**src/hdl/hmtm_pkg.sv**
```systemverilog
// ---------------------------------------------------------------------------
// hmtm_pkg
// Shared types and constants of the heightmap tile mesher.
// ---------------------------------------------------------------------------
package hmtm_pkg;

  localparam int COORD_W = 12;
  localparam int POS_W   = 13;
  localparam int H_W     = 8;
  localparam int STEP_W  = 8;
  localparam int Q14_W   = 16;
  localparam int TEX_W   = 5;

  localparam logic [STEP_W-1:0] STEP_RESET = 8'd10;
  localparam int QUEUE_DEPTH_DEF = 2;

  // atlas thresholds on the tile's largest height
  localparam logic [H_W-1:0] TH_SNOW  = 8'd231;
  localparam logic [H_W-1:0] TH_ROCK  = 8'd205;
  localparam logic [H_W-1:0] TH_GRASS = 8'd129;
  localparam logic [H_W-1:0] TH_SAND  = 8'd77;

  typedef logic signed [8:0]  diff_t;
  typedef logic signed [16:0] vcomp_t;
  typedef logic signed [15:0] q14_t;
  typedef vcomp_t [2:0]       vec3_t;
  typedef q14_t   [2:0]       nvec_t;

  typedef struct packed {
    logic [COORD_W-1:0]     tile_x;
    logic [COORD_W-1:0]     tile_z;
    logic [3:0][H_W-1:0]    h;
    logic [STEP_W-1:0]      step;
    diff_t                  v1x;
    diff_t                  v1z;
    diff_t                  v2x;
    diff_t                  v2z;
    logic [1:0]             ats;
    logic [3:0]             att;
  } job_t;

  typedef enum logic [2:0] {
    B_IDLE, B_N1, B_N2, B_NA, B_HAND
  } back_state_t;

  typedef enum logic [2:0] {
    N_IDLE, N_SQ, N_L2, N_DIV, N_ROOT, N_DONE
  } norm_state_t;

endpackage

```
**src/hdl/hmtm_ifs.sv**
```systemverilog
// ---------------------------------------------------------------------------
// hmtm channel interfaces
// Tile input, vertex output and step register write channels.
// ---------------------------------------------------------------------------
interface hmtm_tile_if import hmtm_pkg::*; ();
  logic               valid;
  logic               ready;
  logic [COORD_W-1:0] tile_x;
  logic [COORD_W-1:0] tile_z;
  logic [H_W-1:0]     height_a;
  logic [H_W-1:0]     height_b;
  logic [H_W-1:0]     height_c;
  logic [H_W-1:0]     height_d;
  modport source (output valid, tile_x, tile_z, height_a, height_b, height_c, height_d,
                  input ready);
  modport sink (input valid, tile_x, tile_z, height_a, height_b, height_c, height_d,
                output ready);
endinterface

interface hmtm_vert_if import hmtm_pkg::*; ();
  logic               valid;
  logic               ready;
  logic [1:0]         corner;
  logic [POS_W-1:0]   pos_x;
  logic [H_W-1:0]     pos_y;
  logic [POS_W-1:0]   pos_z;
  logic signed [Q14_W-1:0] norm_x;
  logic signed [Q14_W-1:0] norm_y;
  logic signed [Q14_W-1:0] norm_z;
  logic [TEX_W-1:0]   tex_s;
  logic [TEX_W-1:0]   tex_t;
  logic               last_vertex;
  modport source (output valid, corner, pos_x, pos_y, pos_z, norm_x, norm_y, norm_z,
                  tex_s, tex_t, last_vertex, input ready);
  modport sink (input valid, corner, pos_x, pos_y, pos_z, norm_x, norm_y, norm_z,
                tex_s, tex_t, last_vertex, output ready);
endinterface

interface hmtm_cfg_if import hmtm_pkg::*; ();
  logic              valid;
  logic              ready;
  logic [STEP_W-1:0] step_size;
  modport source (output valid, step_size, input ready);
  modport sink (input valid, step_size, output ready);
endinterface

```
**src/hdl/heightmap_tile_mesher.sv**
```systemverilog
// ---------------------------------------------------------------------------
// heightmap_tile_mesher
// Terrain tile to four mesh vertices with Q1.14 normals and atlas coordinates.
// ---------------------------------------------------------------------------
//  channel  dir  handshake     payload
//  tile     in   valid/ready   tile_x, tile_z, height_a..height_d
//  vertex   out  valid/ready   corner, pos, norm, tex, last_vertex
//  cfg      in   valid/ready   step_size (ready always high)
//
// A tile passes through the back end as one pop, three normalizer passes
// (square, sum, 31 divide steps, 16 root steps, done) on one shared unit,
// and one handoff to the vertex buffer.
// Vertex emission overlaps the next tile's normalization.
// The queue holds QUEUE_DEPTH tiles, so the tile side stays ready while the back works until the queue is full.
// rst clears control state; step_size returns to 10.
// ---------------------------------------------------------------------------
module heightmap_tile_mesher import hmtm_pkg::*; #(
  parameter int QUEUE_DEPTH = QUEUE_DEPTH_DEF
) (
  input  logic        clk,
  input  logic        rst,
  hmtm_tile_if.sink   tile,
  hmtm_vert_if.source vertex,
  hmtm_cfg_if.sink    cfg
);

  logic [STEP_W-1:0] step_size;
  logic              q_full, q_empty, push, pop;
  job_t              f_job, q_job;

  assign cfg.ready = 1'b1;

  always_ff @(posedge clk) begin
    if (rst)            step_size <= STEP_RESET;
    else if (cfg.valid) step_size <= cfg.step_size;
  end

  hmtm_front u_front (
    .tile   (tile),
    .step   (step_size),
    .q_full (q_full),
    .push   (push),
    .job    (f_job)
  );

  hmtm_queue #(.DEPTH(QUEUE_DEPTH)) u_queue (
    .clk   (clk),
    .rst   (rst),
    .push  (push),
    .din   (f_job),
    .full  (q_full),
    .pop   (pop),
    .dout  (q_job),
    .empty (q_empty)
  );

  hmtm_back u_back (
    .clk     (clk),
    .rst     (rst),
    .q_empty (q_empty),
    .q_data  (q_job),
    .pop     (pop),
    .vertex  (vertex)
  );

endmodule

```
**src/hdl/hmtm_front.sv**
```systemverilog
// ---------------------------------------------------------------------------
// hmtm_front
// Accepts tiles, forms the two triangle direction vectors and picks the atlas tile.
// ---------------------------------------------------------------------------
module hmtm_front import hmtm_pkg::*; (
  hmtm_tile_if.sink          tile,
  input  logic [STEP_W-1:0]  step,
  input  logic               q_full,
  output logic               push,
  output job_t               job
);

  logic [H_W-1:0] m01, m23, mx;

  assign tile.ready = !q_full;
  assign push       = tile.valid && !q_full;

  always_comb begin
    m01 = (tile.height_a > tile.height_b) ? tile.height_a : tile.height_b;
    m23 = (tile.height_c > tile.height_d) ? tile.height_c : tile.height_d;
    mx  = (m01 > m23) ? m01 : m23;

    job.tile_x = tile.tile_x;
    job.tile_z = tile.tile_z;
    job.h      = {tile.height_d, tile.height_c, tile.height_b, tile.height_a};
    job.step   = step;
    job.v1x    = $signed({1'b0, tile.height_b}) - $signed({1'b0, tile.height_a});
    job.v1z    = $signed({1'b0, tile.height_c}) - $signed({1'b0, tile.height_b});
    job.v2x    = $signed({1'b0, tile.height_c}) - $signed({1'b0, tile.height_d});
    job.v2z    = $signed({1'b0, tile.height_d}) - $signed({1'b0, tile.height_a});

    if (mx >= TH_SNOW) begin
      job.ats = 2'd2; job.att = 4'd11;
    end else if (mx >= TH_ROCK) begin
      job.ats = 2'd3; job.att = 4'd11;
    end else if (mx >= TH_GRASS) begin
      job.ats = 2'd0; job.att = 4'd14;
    end else if (mx >= TH_SAND) begin
      job.ats = 2'd2; job.att = 4'd15;
    end else begin
      job.ats = 2'd0; job.att = 4'd11;
    end
  end

endmodule

```
**src/hdl/hmtm_queue.sv**
```systemverilog
// ---------------------------------------------------------------------------
// hmtm_queue
// Short job queue between front and back.
// ---------------------------------------------------------------------------
module hmtm_queue import hmtm_pkg::*; #(
  parameter int DEPTH = QUEUE_DEPTH_DEF
) (
  input  logic clk,
  input  logic rst,
  input  logic push,
  input  job_t din,
  output logic full,
  input  logic pop,
  output job_t dout,
  output logic empty
);

  localparam int PW = (DEPTH > 1) ? $clog2(DEPTH) : 1;
  localparam int CW = $clog2(DEPTH + 1);
  localparam logic [PW-1:0] LAST = PW'(DEPTH - 1);

  job_t          mem [DEPTH];
  logic [PW-1:0] wr_ptr, rd_ptr;
  logic [CW-1:0] count;

  assign full  = (count == CW'(DEPTH));
  assign empty = (count == '0);
  assign dout  = mem[rd_ptr];

  always_ff @(posedge clk) begin
    if (push) mem[wr_ptr] <= din;
  end

  always_ff @(posedge clk) begin
    if (rst) begin
      wr_ptr <= '0;
      rd_ptr <= '0;
      count  <= '0;
    end else begin
      if (push) wr_ptr <= (wr_ptr == LAST) ? '0 : wr_ptr + 1'b1;
      if (pop)  rd_ptr <= (rd_ptr == LAST) ? '0 : rd_ptr + 1'b1;
      if (push && !pop)      count <= count + 1'b1;
      else if (pop && !push) count <= count - 1'b1;
    end
  end

endmodule

```
**src/hdl/hmtm_norm.sv**
```systemverilog
// ---------------------------------------------------------------------------
// hmtm_norm
// Iterative Q1.14 normalizer, three lanes: restoring divide then square root.
// ---------------------------------------------------------------------------
module hmtm_norm import hmtm_pkg::*; (
  input  logic  clk,
  input  logic  rst,
  input  logic  start,
  input  vec3_t vec,
  output logic  done,
  output nvec_t res
);

  norm_state_t state, state_next;
  logic [4:0]  cnt;
  logic [31:0] l2;
  logic [15:0] mag  [3];
  logic        neg  [3];
  logic [30:0] sq   [3];
  logic [32:0] rem  [3];
  logic [30:0] quo  [3];
  logic [31:0] srad [3];
  logic [19:0] srem [3];
  logic [15:0] root [3];

  logic [32:0] rs    [3];
  logic        dbit  [3];
  logic [19:0] rem4  [3];
  logic [19:0] trial [3];
  logic        rbit  [3];
  logic [16:0] rinc  [3];
  logic [15:0] lo    [3];
  logic [16:0] absv  [3];

  always_ff @(posedge clk) begin
    if (rst) state <= N_IDLE;
    else     state <= state_next;
  end

  always_comb begin
    state_next = state;
    done       = 1'b0;
    unique case (state)
      N_IDLE: if (start) state_next = N_SQ;
      N_SQ:   state_next = N_L2;
      N_L2:   state_next = N_DIV;
      N_DIV:  if (cnt == 5'd30) state_next = N_ROOT;
      N_ROOT: if (cnt == 5'd15) state_next = N_DONE;
      N_DONE: begin
        done       = 1'b1;
        state_next = start ? N_SQ : N_IDLE;
      end
      default: state_next = N_IDLE;
    endcase
  end

  always_comb begin
    for (int i = 0; i < 3; i++) begin
      absv[i]  = vec[i][16] ? 17'(-$signed(vec[i])) : 17'(vec[i]);
      rs[i]    = (cnt == '0) ? rem[i] : {rem[i][31:0], 1'b0};
      dbit[i]  = rs[i] >= {1'b0, l2};
      rem4[i]  = {srem[i][17:0], srad[i][31:30]};
      trial[i] = {2'b00, root[i], 2'b01};
      rbit[i]  = rem4[i] >= trial[i];
      rinc[i]  = {1'b0, root[i]} + 17'd1;
      lo[i]    = rinc[i][16:1];
      if (l2 == '0)  res[i] = '0;
      else if (neg[i]) res[i] = -$signed(lo[i]);
      else           res[i] = $signed(lo[i]);
    end
  end

  always_ff @(posedge clk) begin
    case (state)
      N_SQ: begin
        for (int i = 0; i < 3; i++) sq[i] <= 31'(mag[i] * mag[i]);
      end
      N_L2: begin
        l2 <= 32'(sq[0]) + 32'(sq[1]) + 32'(sq[2]);
        cnt <= '0;
        for (int i = 0; i < 3; i++) rem[i] <= {2'b00, sq[i]};
      end
      N_DIV: begin
        cnt <= (cnt == 5'd30) ? '0 : cnt + 1'b1;
        for (int i = 0; i < 3; i++) begin
          rem[i]  <= dbit[i] ? rs[i] - {1'b0, l2} : rs[i];
          quo[i]  <= {quo[i][29:0], dbit[i]};
          srad[i] <= {1'b0, quo[i][29:0], dbit[i]};
          srem[i] <= '0;
          root[i] <= '0;
        end
      end
      N_ROOT: begin
        cnt <= cnt + 1'b1;
        for (int i = 0; i < 3; i++) begin
          srem[i] <= rbit[i] ? rem4[i] - trial[i] : rem4[i];
          root[i] <= {root[i][14:0], rbit[i]};
          srad[i] <= {srad[i][29:0], 2'b00};
        end
      end
      default: ;
    endcase
    if (start && (state == N_IDLE || state == N_DONE)) begin
      for (int i = 0; i < 3; i++) begin
        mag[i] <= absv[i][15:0];
        neg[i] <= vec[i][16];
      end
    end
  end

endmodule

```
**src/hdl/hmtm_back.sv**
```systemverilog
// ---------------------------------------------------------------------------
// hmtm_back
// Runs the three normalizations of a tile and emits its four vertices.
// ---------------------------------------------------------------------------
module hmtm_back import hmtm_pkg::*; (
  input  logic        clk,
  input  logic        rst,
  input  logic        q_empty,
  input  job_t        q_data,
  output logic        pop,
  hmtm_vert_if.source vertex
);

  back_state_t state, state_next;
  job_t        job;
  nvec_t       n1, n2, na;
  logic        n_start, n_done;
  vec3_t       n_vec;
  nvec_t       n_res;

  // emit buffer
  logic        e_busy;
  logic [1:0]  e_k;
  job_t        e_job;
  nvec_t       e_n1, e_n2, e_na;
  logic        hand, load;
  logic        dx, dz;
  nvec_t       nsel;

  hmtm_norm u_norm (
    .clk   (clk),
    .rst   (rst),
    .start (n_start),
    .vec   (n_vec),
    .done  (n_done),
    .res   (n_res)
  );

  always_ff @(posedge clk) begin
    if (rst) state <= B_IDLE;
    else     state <= state_next;
  end

  always_comb begin
    state_next = state;
    pop        = 1'b0;
    n_start    = 1'b0;
    hand       = 1'b0;
    n_vec      = '0;
    unique case (state)
      B_IDLE: begin
        n_vec = {17'(q_data.v1z), -$signed({9'b0, q_data.step}), 17'(q_data.v1x)};
        if (!q_empty) begin
          pop        = 1'b1;
          n_start    = 1'b1;
          state_next = B_N1;
        end
      end
      B_N1: begin
        n_vec = {17'(job.v2z), -$signed({9'b0, job.step}), 17'(job.v2x)};
        if (n_done) begin
          n_start    = 1'b1;
          state_next = B_N2;
        end
      end
      B_N2: begin
        for (int i = 0; i < 3; i++) n_vec[i] = 17'(n1[i]) + 17'(n_res[i]);
        if (n_done) begin
          n_start    = 1'b1;
          state_next = B_NA;
        end
      end
      B_NA: if (n_done) state_next = B_HAND;
      B_HAND: begin
        if (!e_busy) begin
          hand       = 1'b1;
          state_next = B_IDLE;
        end
      end
      default: state_next = B_IDLE;
    endcase
  end

  always_ff @(posedge clk) begin
    if (pop) job <= q_data;
    if (state == B_N1 && n_done) n1 <= n_res;
    if (state == B_N2 && n_done) n2 <= n_res;
    if (state == B_NA && n_done) na <= n_res;
    if (hand) begin
      e_job <= job;
      e_n1  <= n1;
      e_n2  <= n2;
      e_na  <= na;
    end
  end

  assign load = e_busy && (!vertex.valid || vertex.ready);
  assign dx   = (e_k == 2'd1) || (e_k == 2'd2);
  assign dz   = e_k[1];

  always_comb begin
    case (e_k)
      2'd1:    nsel = e_n1;
      2'd3:    nsel = e_n2;
      default: nsel = e_na;
    endcase
    if (e_job.step == '0) nsel = '0;  // zero step: cross products vanish
  end

  always_ff @(posedge clk) begin
    if (rst) begin
      e_busy       <= 1'b0;
      e_k          <= '0;
      vertex.valid <= 1'b0;
    end else begin
      if (hand) begin
        e_busy <= 1'b1;
        e_k    <= '0;
      end else if (load) begin
        e_k <= e_k + 1'b1;
        if (e_k == 2'd3) e_busy <= 1'b0;
      end
      if (load)              vertex.valid <= 1'b1;
      else if (vertex.ready) vertex.valid <= 1'b0;
    end
  end

  always_ff @(posedge clk) begin
    if (load) begin
      vertex.corner      <= e_k;
      vertex.pos_x       <= POS_W'(e_job.tile_x) + (dx ? POS_W'(e_job.step) : '0);
      vertex.pos_z       <= POS_W'(e_job.tile_z) + (dz ? POS_W'(e_job.step) : '0);
      vertex.pos_y       <= e_job.h[e_k];
      vertex.norm_x      <= nsel[0];
      vertex.norm_y      <= nsel[1];
      vertex.norm_z      <= nsel[2];
      vertex.tex_s       <= TEX_W'(e_job.ats) + TEX_W'(dx);
      vertex.tex_t       <= TEX_W'(e_job.att) + TEX_W'(dz);
      vertex.last_vertex <= (e_k == 2'd3);
    end
  end

endmodule

```
**src/flat_wrapper.sv**
```systemverilog
// flat-port wrapper written by rule: the top's interface ports become plain ports
module heightmap_tile_mesher_flat import hmtm_pkg::*;
#(
  parameter int QUEUE_DEPTH = QUEUE_DEPTH_DEF
)
  (clk, rst, tile_valid, tile_tile_x, tile_tile_z, tile_height_a, tile_height_b, tile_height_c, tile_height_d, tile_ready, vertex_valid, vertex_corner, vertex_pos_x, vertex_pos_y, vertex_pos_z, vertex_norm_x, vertex_norm_y, vertex_norm_z, vertex_tex_s, vertex_tex_t, vertex_last_vertex, vertex_ready, cfg_valid, cfg_step_size, cfg_ready);
  hmtm_tile_if tile_i ();
  hmtm_vert_if vertex_i ();
  hmtm_cfg_if cfg_i ();
  input  logic clk;
  input  logic rst;
  input wire logic [$bits(tile_i.valid)-1:0] tile_valid;
  input wire logic [$bits(tile_i.tile_x)-1:0] tile_tile_x;
  input wire logic [$bits(tile_i.tile_z)-1:0] tile_tile_z;
  input wire logic [$bits(tile_i.height_a)-1:0] tile_height_a;
  input wire logic [$bits(tile_i.height_b)-1:0] tile_height_b;
  input wire logic [$bits(tile_i.height_c)-1:0] tile_height_c;
  input wire logic [$bits(tile_i.height_d)-1:0] tile_height_d;
  output wire logic [$bits(tile_i.ready)-1:0] tile_ready;
  output wire logic [$bits(vertex_i.valid)-1:0] vertex_valid;
  output wire logic [$bits(vertex_i.corner)-1:0] vertex_corner;
  output wire logic [$bits(vertex_i.pos_x)-1:0] vertex_pos_x;
  output wire logic [$bits(vertex_i.pos_y)-1:0] vertex_pos_y;
  output wire logic [$bits(vertex_i.pos_z)-1:0] vertex_pos_z;
  output wire logic [$bits(vertex_i.norm_x)-1:0] vertex_norm_x;
  output wire logic [$bits(vertex_i.norm_y)-1:0] vertex_norm_y;
  output wire logic [$bits(vertex_i.norm_z)-1:0] vertex_norm_z;
  output wire logic [$bits(vertex_i.tex_s)-1:0] vertex_tex_s;
  output wire logic [$bits(vertex_i.tex_t)-1:0] vertex_tex_t;
  output wire logic [$bits(vertex_i.last_vertex)-1:0] vertex_last_vertex;
  input wire logic [$bits(vertex_i.ready)-1:0] vertex_ready;
  input wire logic [$bits(cfg_i.valid)-1:0] cfg_valid;
  input wire logic [$bits(cfg_i.step_size)-1:0] cfg_step_size;
  output wire logic [$bits(cfg_i.ready)-1:0] cfg_ready;
  assign tile_i.valid = tile_valid;
  assign tile_i.tile_x = tile_tile_x;
  assign tile_i.tile_z = tile_tile_z;
  assign tile_i.height_a = tile_height_a;
  assign tile_i.height_b = tile_height_b;
  assign tile_i.height_c = tile_height_c;
  assign tile_i.height_d = tile_height_d;
  assign tile_ready = tile_i.ready;
  assign vertex_valid = vertex_i.valid;
  assign vertex_corner = vertex_i.corner;
  assign vertex_pos_x = vertex_i.pos_x;
  assign vertex_pos_y = vertex_i.pos_y;
  assign vertex_pos_z = vertex_i.pos_z;
  assign vertex_norm_x = vertex_i.norm_x;
  assign vertex_norm_y = vertex_i.norm_y;
  assign vertex_norm_z = vertex_i.norm_z;
  assign vertex_tex_s = vertex_i.tex_s;
  assign vertex_tex_t = vertex_i.tex_t;
  assign vertex_last_vertex = vertex_i.last_vertex;
  assign vertex_i.ready = vertex_ready;
  assign cfg_i.valid = cfg_valid;
  assign cfg_i.step_size = cfg_step_size;
  assign cfg_ready = cfg_i.ready;
  heightmap_tile_mesher #(.QUEUE_DEPTH(QUEUE_DEPTH)) u_core (.clk(clk), .rst(rst), .tile(tile_i), .vertex(vertex_i), .cfg(cfg_i));
endmodule
```
**config.mk**
```make
export PLATFORM = sky130hd
export DESIGN_NAME = heightmap_tile_mesher_flat
export DESIGN_NICKNAME = d
export VERILOG_FILES = /design/src/hdl/hmtm_pkg.sv /design/src/hdl/hmtm_ifs.sv /design/src/hdl/heightmap_tile_mesher.sv /design/src/hdl/hmtm_front.sv /design/src/hdl/hmtm_queue.sv /design/src/hdl/hmtm_norm.sv /design/src/hdl/hmtm_back.sv /design/src/flat_wrapper.sv
export SDC_FILE = /design/constraint.sdc
export NUM_CORES = 2
export LEC_CHECK = 0
export BUFFER_PORTS_ARGS = -buffer_cell sky130_fd_sc_hd__buf_2
export CAP_MARGIN = 20
export CELL_PAD_IN_SITES_DETAIL_PLACEMENT = 0
export CELL_PAD_IN_SITES_GLOBAL_PLACEMENT = 1
export CORE_MARGIN = 2
export CORE_UTILIZATION = 44
export DETAILED_ROUTE_END_ITERATION = 6
export GPL_TIMING_DRIVEN = 0
export PLACE_DENSITY_LB_ADDON = 0.3
export RECOVER_POWER = 25
export SLEW_MARGIN = 20
export SYNTH_ARGS = -nofsm -noshare
export SYNTH_HDL_FRONTEND = slang
export SYNTH_SLANG_ARGS = --single-unit
```
**constraint.sdc**
```tcl
create_clock -name clk -period 10 [get_ports clk]
set_input_delay 1 -clock clk [delete_from_list [all_inputs] [get_ports clk]]
set_output_delay 1 -clock clk [all_outputs]
set_load 0.01 [all_outputs]
```
==> summary.md <==
| Metric | Value |
|---|---|
| 1st-iter DRT viols | `4447` |
| CP startpoint kind | `register` |
| GP Congestion | `0.9191` |
| Clock transition at path regs | `0.06 ns` |
| Min-Delay Path Class | `in -> reg` |
| Arr. time, crit path | `8.23 ns` |
| Via count | `58300` |
| CP required | `10.54 ns` |
| Io pins | `167` |
| Vias in the first global route | `59070` |
| Starting Density | `44.30%` |
| Final ANT Viol Nets | `0` |
| IO buf count | `162` |
| Worst-margin pin slew | `2.671 ns` |
| Sink Count | `1331` |
| Distinct cell type count after synthesis | `114` |
| Ys Warns | `0` |
| Critical path endpoint category | `register` |
| Syn Inst Count | `7725` |
| Vias/cell | `5.377` |
| Worst-skew pair later-pin latency | `0.82 ns` |
| Drt first pass iters | `7` |
| Share of post-route cells with drive strength above 1 | `8.416%` |
| Drt drc | `1` |
| Average cell area after synthesis | `11.33 µm²` |
| Netlist Area Pre-Place | `87550 µm²` |
| Hold_buf cts | `0` |
| CP most frequent cell | `inv_1` |
| CTS tree | `built` |
| F_max | `0.1300 GHz` |
| Post-CTS setup buffers | `0` |
| Synth-to-Final Area Change | `11.05%` |
| Maxcap violations | `4` |
| Fin nets | `9276` |
| Seq/Total Area, Yosys | `45.39%` |
| CP Max Fanout | `10` |
| Worst Path Buf+Inv | `9` |
| CP Class | `reg -> reg` |
| RSZ-0062 raised after global routing | `no` |
| Primary FF master, synth | `edfxtp_1` |
| EDFF count, synth | `1308` |
| Most common cell after layout, fill and taps aside | `edfxtp_1` |
| Fin crit share | `76.89%` |
| Slew headroom | `-78.06%` |
| Status | `finished, violations left` |
| Num CTS Buffers | `147` |
| Die area | `202600 µm²` |
| H-tree lvl count | `4` |
| Routed wire length per instance | `21.09 µm` |
| Post-cts repair resize count | `0` |
| Most frequent cells in the layout | `edfxtp_1 (1308), inv_1 (973), nand2_1 (771)` |
| Largest net degree at the start of global routing | `63` |
| Violated checks | `DRC, capacitance limit, slew limit` |
| Clock skew | `0.05949 ns` |
| Global-route wire length before repair | `353.2 mm` |
| Drt total wl | `228.7 mm` |
| # rows | `163` |
| Slew Limit Fails | `141` |
| Clk buf depth | `3` |
| Final Hold Viols | `0` |
| Critical path's slowest cell | `a2111oi_0` |
| Setup TNS | `0 ns` |
| Clock Root Buffer | `clkbuf_16` |
| All-layer global routing usage | `22.59%` |
| Largest stage delay, worst path | `0.72 ns` |
| Fraction of registers with async set/reset | `0%` |
| Die height | `450.1 µm` |
| Core Area | `197600 µm²` |
| DP Wirelength | `177.7 mm` |
| Initial antenna violation count | `6` |
| Final setup fails | `0` |
| Total grt overflow | `0` |
| Die width | `450.1 µm` |
| Min cycle time layout | `7.689 ns` |
| Yosys reg bits | `1331` |
| CP top delay family | `adder cells` |
through the flow:
step | hold slack (ns) | util (%) | std cells | area (µm²) | setup slack, ns
2_1_floorplan | 0.4003 | - | 7729 | 87570 | 1.709
3_3_place_gp | 0.4003 | 46.39 | 10530 | 91680 | -3.864
3_5_place_dp | 0.4045 | 46.84 | 10570 | 92560 | 2.275
4_1_cts | 0.3130 | 49.28 | 10840 | 97380 | 2.274
5_1_grt | 0.3373 | 49.20 | 10840 | 97220 | 1.851
6_report | 0.3639 | 49.20 | 10840 | 97230 | 2.311
worst register-to-register path, cell delays in order, from the launching register on:
cell       delay [ns]
edfxtp_1         0.32
clkbuf_1         0.52
clkbuf_1         0.57
nand2_1          0.21
inv_1            0.13
fa_1             0.16
inv_1            0.06
fa_1             0.53
inv_1            0.05
fa_1             0.50
inv_1            0.06
fa_1             0.53
inv_1            0.05
fa_1             0.48
inv_1            0.06
fa_1             0.48
inv_1            0.04
ha_1             0.34
nand3_1          0.13
or3_1            0.37
o21ai_1          0.33
nand3_1          0.21
a2111oi_0        0.72
or3_1            0.25
a31o_2           0.16
a21oi_1          0.07
xnor2_1          0.13
layer usage:
metal  up-vias  share of wire (%)  track usage, %
met4         0                3.7           8.048
met5         -                  0               0
met1     29140                 44           30.58
met2      1417                 47           37.21
li1      27430                  -               -
met3       314                5.1           3.052
cells in the mapped netlist, drive strengths merged, types with 105 or more instances:
cell type	instances	share of area [%]
edfxtp	1308	45
inv	977	4.2
nand2	773	3.3
ha	590	8.4
fa	538	12
nor2	503	2.2
a21oi	369	2.1
xnor2	341	3.4
o21ai	293	1.7
mux2	185	2.4
clkbuf	174	0.78
and2	168	1.2
mux2i	150	1.7
a21o	143	1.2
xor2	115	1.2
nand3	105	0.61
nor3	105	0.61
cell families after synthesis:
logic type      after synthesis  share of synthesized area [%]
compound gates             1239                          9.008
xor+xnor                    456                          4.562
fa+ha+maj                  1128                          20.73
buf+inv                    1210                          5.336
flops                      1331                          45.39
mux                         343                          4.300
other cells                   2                       0.008578
simple gates               2016                          10.67
cell type report:
| cell class | count | area [µm²] |
|---|---|---|
| Fill cell | 17840 | 100400 |
| Multi-Input combinational cell | 5188 | 43220 |
| Sequential cell | 1331 | 39740 |
| Clock buffer | 186 | 3866 |
| Inverter | 978 | 3677 |
| Tap cell | 2640 | 3303 |
| Timing Repair Buffer | 201 | 1474 |
| Buffer | 232 | 987.2 |
| Clock inverter | 83 | 954.7 |
| Antenna cell | 3 | 7.507 |
sequential cells by signal, summed over array words and instances (netlist names), 54 cells and up, named ones only:
register                   count
u_core.u_back.job             86
u_core.u_back.e_job           68
u_core.u_back.u_norm.sq       90
u_core.u_back.u_norm.quo      90
u_core.u_back.u_norm.srem     54
u_core.u_back.u_norm.srad     96
u_core.u_queue.mem           208
u_core.u_back.u_norm.rem      99
worst paths after layout:
check,startpoint,end,slack (ns),cells after the start
worst max-delay path,u_core.u_back.u_norm.mag[0][34],u_core.u_back.u_norm.sq[0][92],2.31,26
worst min-delay path,tile_tile_z[1],u_core.u_queue.mem[1][83],0.36,1
worst max register to register,u_core.u_back.u_norm.mag[0][34],u_core.u_back.u_norm.sq[0][92],2.31,26
worst min register to register,u_core.u_back.job[76],u_core.u_back.e_job[76],0.40,0
Power is not shown: default switching activity piles up to over one toggle a cycle in this logic, so the estimate is an artifact.
